`src/design/kuf_pkg.sv`:
```
// Shared types and constants for the Kruskal union-find edge block.
package kuf_pkg;

  localparam int KUF_MAX_VERTICES = 1024;
  localparam int KUF_FIELD_W      = 11;
  localparam int KUF_DATA_W       = 24;

  localparam logic KUF_CMD_CLEAR = 1'b0;
  localparam logic KUF_CMD_EDGE  = 1'b1;

  typedef enum logic [3:0] {
    ST_CLEAR,
    ST_CLEAR_CMD,
    ST_IDLE,
    ST_START,
    ST_F_RD,
    ST_F_WALK,
    ST_C_CHK,
    ST_C_WR,
    ST_UNION,
    ST_DIV,
    ST_RESULT
  } kuf_state_t;

  typedef enum logic [1:0] {
    RES_ZERO,
    RES_ERR,
    RES_ACC
  } kuf_res_t;

  typedef struct packed {
    logic     load_item;
    logic     clr_start;
    logic     clr_step;
    logic     find_init;
    logic     sel_b;
    logic     rd_cur;
    logic     walk_up;
    logic     set_root;
    logic     compress;
    logic     save_ra;
    logic     do_union;
    logic     div_step;
    logic     set_kind;
    kuf_res_t kind;
    logic     out_load;
  } kuf_cmd_t;

  typedef struct packed {
    logic is_clear;
    logic bad_ep;
    logic root_hit;
    logic at_root;
    logic same_root;
    logic clr_last;
    logic div_last;
  } kuf_sts_t;

endpackage

```
`src/design/kuf_ctrl.sv`:
```
// Controller state machine for the union-find edge block.
module kuf_ctrl (
  input  logic              clk,
  input  logic              rst_n,
  input  logic              in_tvalid,
  output logic              in_tready,
  output logic              out_tvalid,
  input  logic              out_tready,
  input  kuf_pkg::kuf_sts_t sts,
  output kuf_pkg::kuf_cmd_t cmd
);
  import kuf_pkg::*;

  kuf_state_t state_r, state_nxt;
  logic       side_r, side_nxt;
  logic       out_valid_r, out_valid_nxt;
  logic       slot_free;

  assign slot_free  = !out_valid_r || out_tready;
  assign out_tvalid = out_valid_r;

  always_ff @(posedge clk) begin
    if (!rst_n) begin
      state_r     <= ST_CLEAR;
      side_r      <= 1'b0;
      out_valid_r <= 1'b0;
    end else begin
      state_r     <= state_nxt;
      side_r      <= side_nxt;
      out_valid_r <= out_valid_nxt;
    end
  end

  always_comb begin
    state_nxt = state_r;
    side_nxt  = side_r;
    cmd       = '0;
    cmd.kind  = RES_ZERO;
    in_tready = 1'b0;
    case (state_r)
      ST_CLEAR: begin
        cmd.clr_step = 1'b1;
        if (sts.clr_last) state_nxt = ST_IDLE;
      end
      ST_CLEAR_CMD: begin
        cmd.clr_step = 1'b1;
        if (sts.clr_last) begin
          cmd.set_kind = 1'b1;
          cmd.kind     = RES_ZERO;
          state_nxt    = ST_RESULT;
        end
      end
      ST_IDLE: begin
        in_tready = 1'b1;
        if (in_tvalid) begin
          cmd.load_item = 1'b1;
          state_nxt     = ST_START;
        end
      end
      ST_START: begin
        if (sts.is_clear) begin
          cmd.clr_start = 1'b1;
          state_nxt     = ST_CLEAR_CMD;
        end else if (sts.bad_ep) begin
          cmd.set_kind = 1'b1;
          cmd.kind     = RES_ERR;
          state_nxt    = ST_RESULT;
        end else begin
          cmd.find_init = 1'b1;
          side_nxt      = 1'b0;
          state_nxt     = ST_F_RD;
        end
      end
      ST_F_RD: begin
        cmd.rd_cur = 1'b1;
        state_nxt  = ST_F_WALK;
      end
      ST_F_WALK: begin
        if (sts.root_hit) begin
          cmd.set_root = 1'b1;
          state_nxt    = ST_C_CHK;
        end else begin
          cmd.walk_up = 1'b1;
        end
      end
      ST_C_CHK: begin
        if (sts.at_root) begin
          if (!side_r) begin
            cmd.save_ra   = 1'b1;
            cmd.find_init = 1'b1;
            cmd.sel_b     = 1'b1;
            side_nxt      = 1'b1;
            state_nxt     = ST_F_RD;
          end else begin
            state_nxt = ST_UNION;
          end
        end else begin
          cmd.rd_cur = 1'b1;
          state_nxt  = ST_C_WR;
        end
      end
      ST_C_WR: begin
        cmd.compress = 1'b1;
        state_nxt    = ST_C_CHK;
      end
      ST_UNION: begin
        cmd.set_kind = 1'b1;
        if (sts.same_root) begin
          cmd.kind  = RES_ZERO;
          state_nxt = ST_RESULT;
        end else begin
          cmd.kind     = RES_ACC;
          cmd.do_union = 1'b1;
          state_nxt    = ST_DIV;
        end
      end
      ST_DIV: begin
        cmd.div_step = 1'b1;
        if (sts.div_last) state_nxt = ST_RESULT;
      end
      ST_RESULT: begin
        if (slot_free) begin
          cmd.out_load = 1'b1;
          state_nxt    = ST_IDLE;
        end
      end
      default: state_nxt = ST_IDLE;
    endcase
  end

  always_comb begin
    if (cmd.out_load)     out_valid_nxt = 1'b1;
    else if (out_tready)  out_valid_nxt = 1'b0;
    else                  out_valid_nxt = out_valid_r;
  end

  // a new result never overwrites one that is still waiting
  a_no_overrun: assert property (@(posedge clk) disable iff (!rst_n)
    cmd.out_load |-> slot_free)
    else $error("result loaded over a pending beat");

  // a stalled result stays up
  a_hold_result: assert property (@(posedge clk) disable iff (!rst_n)
    (out_valid_r && !out_tready) |=> out_valid_r)
    else $error("result dropped while stalled");

  // nothing is accepted during a clearing sweep
  a_no_accept_clear: assert property (@(posedge clk) disable iff (!rst_n)
    (state_r == ST_CLEAR || state_r == ST_CLEAR_CMD) |-> !in_tready)
    else $error("input accepted during clear");

endmodule

```
`config.mk`:
```
export PLATFORM = sky130hd
export DESIGN_NAME = kuf_ctrl
export DESIGN_NICKNAME = d
export VERILOG_FILES = /design/src/design/kuf_pkg.sv /design/src/design/kuf_ctrl.sv
export SDC_FILE = /design/constraint.sdc
export NUM_CORES = 1
export LEC_CHECK = 0
export ABC_AREA = 1
export BUFFER_PORTS_ARGS = -buffer_cell sky130_fd_sc_hd__buf_2
export CAP_MARGIN = 40
export CORE_UTILIZATION = 35
export DETAILED_ROUTE_END_ITERATION = 10
export HOLD_SLACK_MARGIN = 0.1
export PLACE_DENSITY_LB_ADDON = 0.3
export SLEW_MARGIN = 25
export SYNTH_ARGS = -nofsm -noshare
export SYNTH_HDL_FRONTEND = slang
export SYNTH_SLANG_ARGS = --single-unit
```
`constraint.sdc`:
```
create_clock -name clk -period 1.1 [get_ports clk]
set_input_delay 0 -clock clk [delete_from_list [all_inputs] [get_ports clk]]
set_output_delay 0 -clock clk [all_outputs]
set_load 0.1 [all_outputs]
```
==> reports/results.txt, run 1 <==
Die Wd - 42.4 µm
Syn Inst Count - 103
Post-detail-place hpwl - 1820 µm
Sequential share of the synthesized area - 21.1%
Hold Buf Count CTS - 1
CTS-repair resized insts - 31
Clock sink count - 6
Pre-CTS WS - -0.165 ns
Num CTS Buffers - 3
Clk buf depth - 2
Number of placement rows - 14
Number of port buffers - 28
Initial core utilization - 37.9%
Post-Place Cells - 162
Syn avg cell area - 5.54 µm²
Tool error - [ERROR DPL-0038] Utilization greater than 100%, impossible to legalize
Biggest area consumer among synthesized cells - dfxtp_1
Io pins - 29
CTS H-tree lvls - 1
Area fraction of the dominant cell type after synthesis - 21.1%
GPL Wtd Cong - 0.989
Synthesis Warnings - 0
Status - aborted with a tool error
Placement Cell Area - 1240 µm²
Postcts setup bufs - 16
Synth cell types - 17
Last stage - clock tree synthesis (4_1_cts)
Syn Nets - 114
Die Ht - 42.4 µm
Post-Syn Area - 571 µm²
Root buf cell - clkbuf_4
Yosys reg bits - 6
Synth area leaders - dfxtp_1, nand2_1, inv_1
-- cells in the mapped netlist (all sizes together) --
cell,count
nor3,3
nand3b,3
buf,2
a31oi,1
nand4,1
o21ai,6
inv,21
nand2,25
nor2,24
dfxtp,6
a21oi,4
nand3,7
-- cells by family after synthesis --
logic type             Yosys count  share of synthesized area, %
DFF                              6                          21.1
AOI/OAI and AO/OA               11                          9.87
and+or+nand+nor                 63                          52.6
buffers and inverters           23                          16.4
-- metrics by stage --
stage          hold slack, ns  TNS, ns
3_5_place_dp            0.307   -0.771
3_3_place_gp            0.259   -0.268
2_1_floorplan           0.129    -2.60
==> run 2: changes to the inputs <==
CORE_AREA = 2 2 63 65   (was unset)
CORE_UTILIZATION = unset   (was 35)
DIE_AREA = 0 0 65 67   (was unset)
HOLD_SLACK_MARGIN = unset   (was 0.1)
PLACE_DENSITY_LB_ADDON = 0.15   (was 0.3)
clock period = 1.4 ns   (was 1.1 ns; I/O delays follow)
==> reports/results.txt, run 2 <==
Status - finished, final reports clean
Hold Buf Count CTS - 0 (-1)
Syn Inst Count - 103 (unchanged)
Synth area leaders - dfxtp_1, nand2_1, inv_1
Post-detail-place hpwl - 1660 µm (-8.4%)
Area grow syn2layout - 99.1%
Antenna diodes - 0
Number of global-route vias before repair - 734
Reg-to-Reg Start - state_r[3]$_SDFFE_PN0P_
Root buf cell - clkbuf_8
WL per Instance - 10.2 µm
Core area - 3610 µm²
Via count - 705
Syn Nets - 114 (unchanged)
Final setup viols - 0
Die Wd - 65 µm (+53%)
HP Class - input port to flop
Num CTS Buffers - 3 (unchanged)
Non-filler cells, final - 183
Final worst slack - 0.0502 ns
Total GRT Usage - 9.40%
DIE AREA - 4360 µm²
Biggest area consumer among synthesized cells - dfxtp_1
Worst r2r path cells - 8
GPL Wtd Cong - 0.802 (-19%)
CTS H-tree lvls - 1 (unchanged)
Fill count - 399
Flop2flop setup slack - 0.10 ns
Drc violations - 0
Initial DRC count - 5
Area fraction of the dominant cell type after synthesis - 21.1% (unchanged)
Initial antenna violation count - 0
Post-Syn Area - 571 µm² (unchanged)
Vias per inst - 3.85
Post-Place Cells - 178 (+9.9%)
TritonRoute pass-1 iters - 4
Clk_lat worst skew - 0.22 ns
Reg clk slew, reported paths - 0.04 ns
Top-count cell post-synth - nand2_1
Clock skew - 0.00281 ns
CP endpoint kind - primary output
CP required - 1.40 ns
Critical path class - flop to primary output
Hold depth - 3
Setup crit start - state_r[3]$_SDFFE_PN0P_
Final WL - 1860 µm
Final cycle utilization of the critical path - 96.4%
Pre-CTS WS - 0.0973 ns (+0.263 ns)
First-pass GRT wire length - 3080 µm
Post-synth EDFFs - 0 (unchanged)
Max reg flops - 4
Top_reg_cell synth - dfxtp_1
Hold Crit Endpoint - state_r[1]$_SDFFE_PN0P_
Cell leakage power - 0.551 nW
Fin. Hold Viols - 0
RSZ-0062 raised after global routing - true
Final Max Tran Viols - 0
Biggest register - state_r
Number of port buffers - 28 (unchanged)
Synth cell count leaders - nand2_1, inv_1, nor2_1
Asr flop ratio synth - 0% (unchanged)
Yosys reg bits - 6 (unchanged)
Worst-path fanout max - 6
Number of placement rows - 22 (+8)
P per Cell Area - 1610 nW/µm²
Clk buf depth - 2 (unchanged)
Crit path time final - 1.35 ns
Crit start category - flop
Syn avg cell area - 5.54 µm² (unchanged)
Max Clock Freq - 741 MHz
Largest net degree at the start of global routing - 8
Remaining global-route overflow - 0
Clock sink count - 6 (unchanged)
Die Ht - 67 µm (+58%)
Sequential share of the synthesized area - 21.1% (unchanged)
Final ANT Viol Nets - 0
Area used by multi-input combinational logic - 444 µm²
Initial core utilization - 15.8% (-22 points)
Peak supply drop - 0.358 mV
HP Start - rst_n
Synthesis Warnings - 0 (unchanged)
Worst r2r dst - state_r[3]$_SDFFE_PN0P_
Most frequent cells in the layout - inv_1, nand2_1, buf_2, buf_12, nor2_1
Slew @ Worst Pin - 0.485 ns
Max_cap viols - 0
Sequential Area - 131 µm²
TritonCTS clock tree - yes
Layout cells sized above 1 - 53.3%
Worst slew margin - 67.9%
Nets - 147
Synth cell types - 17 (unchanged)
Crit path DAT - 1.35 ns
Io pins - 29 (unchanged)
==> run 2: cell counts after synthesis <==
Identical to the previous run, type by type.
==> run 2: kinds of logic (layout without fill, tap and decap cells) <==
kind of cell    Yosys count  after routing  synth area share, %
simple gates             63             63                 52.6
buf+inv                  23             55                 16.4
compound gates           11             11                 9.87
flops                     6              6                 21.1
==> run 2: what timing repair did <==
item | CTS | global route
cloned | 0 | 0
pin swaps | 1 | 6
gates resized for setup | 2 | 10
setup endpoints to repair | 2 | 6
buffers inserted | 1 | 0
==> run 2: per-stage QoR <==
step	util [%]	area (µm²)	hold WS [ns]	TNS [ns]	power, W
floorplan	-	656	0.129	-0.611	0.00118
global placement	29.0	1050	0.264	0	0.00152
detailed placement	29.0	1050	0.262	0	0.00152
CTS	30.7	1110	0.0285	0	0.00181
global route	31.5	1140	0.0566	-0.00404	0.00194
finish	31.5	1140	0.0307	0	0.00183
==> run 2: layout make-up <==
type                       count  area share [%]
clock buffer                   4            3.96
inverter                      21            7.93
multi-input combinational     74            39.1
sequential                     6            11.6
tap                           48            5.29
timing repair buffer          30            32.2
==> run 2: routing by layer <==
metal	up-vias	share of wire (%)	global-route usage, %
met5	-	0	0
met4	0	0.70	4.79
met3	2	5.3	2.36
met1	306	38	8.77
met2	15	56	18.7
li1	382	-	-
==> run 2: critical path, stage by stage (launching register included) <==
cell and delay [ns]:
dfxtp_2 0.37, inv_4 0.09, nand2_4 0.08, nor2_4 0.12
nand2_2 0.09, o21ai_2 0.19, buf_12 0.19
==> run 2: worst max path at each step <==
stage                                         end  depth (start not counted)
after floorplan           state_r[1]$_SDFFE_PN0P_                          8
after global routing                      cmd[10]                          5
after detailed placement  state_r[3]$_SDFFE_PN0P_                          7
after CTS                                  cmd[6]                          6
final                                     cmd[12]                          6
after global placement    state_r[3]$_SDFFE_PN0P_                          7
==> run 2: power breakdown <==
part / leakage (nW) / total, W / switching [W] / internal (W)
clock: 0.0228 / 0.000267 / 0.0000713 / 0.000196
combinational: 0.476 / 0.00126 / 0.000890 / 0.000371
sequential: 0.0516 / 0.000298 / 0.0000819 / 0.000216
(Power assumes the default switching activity.)
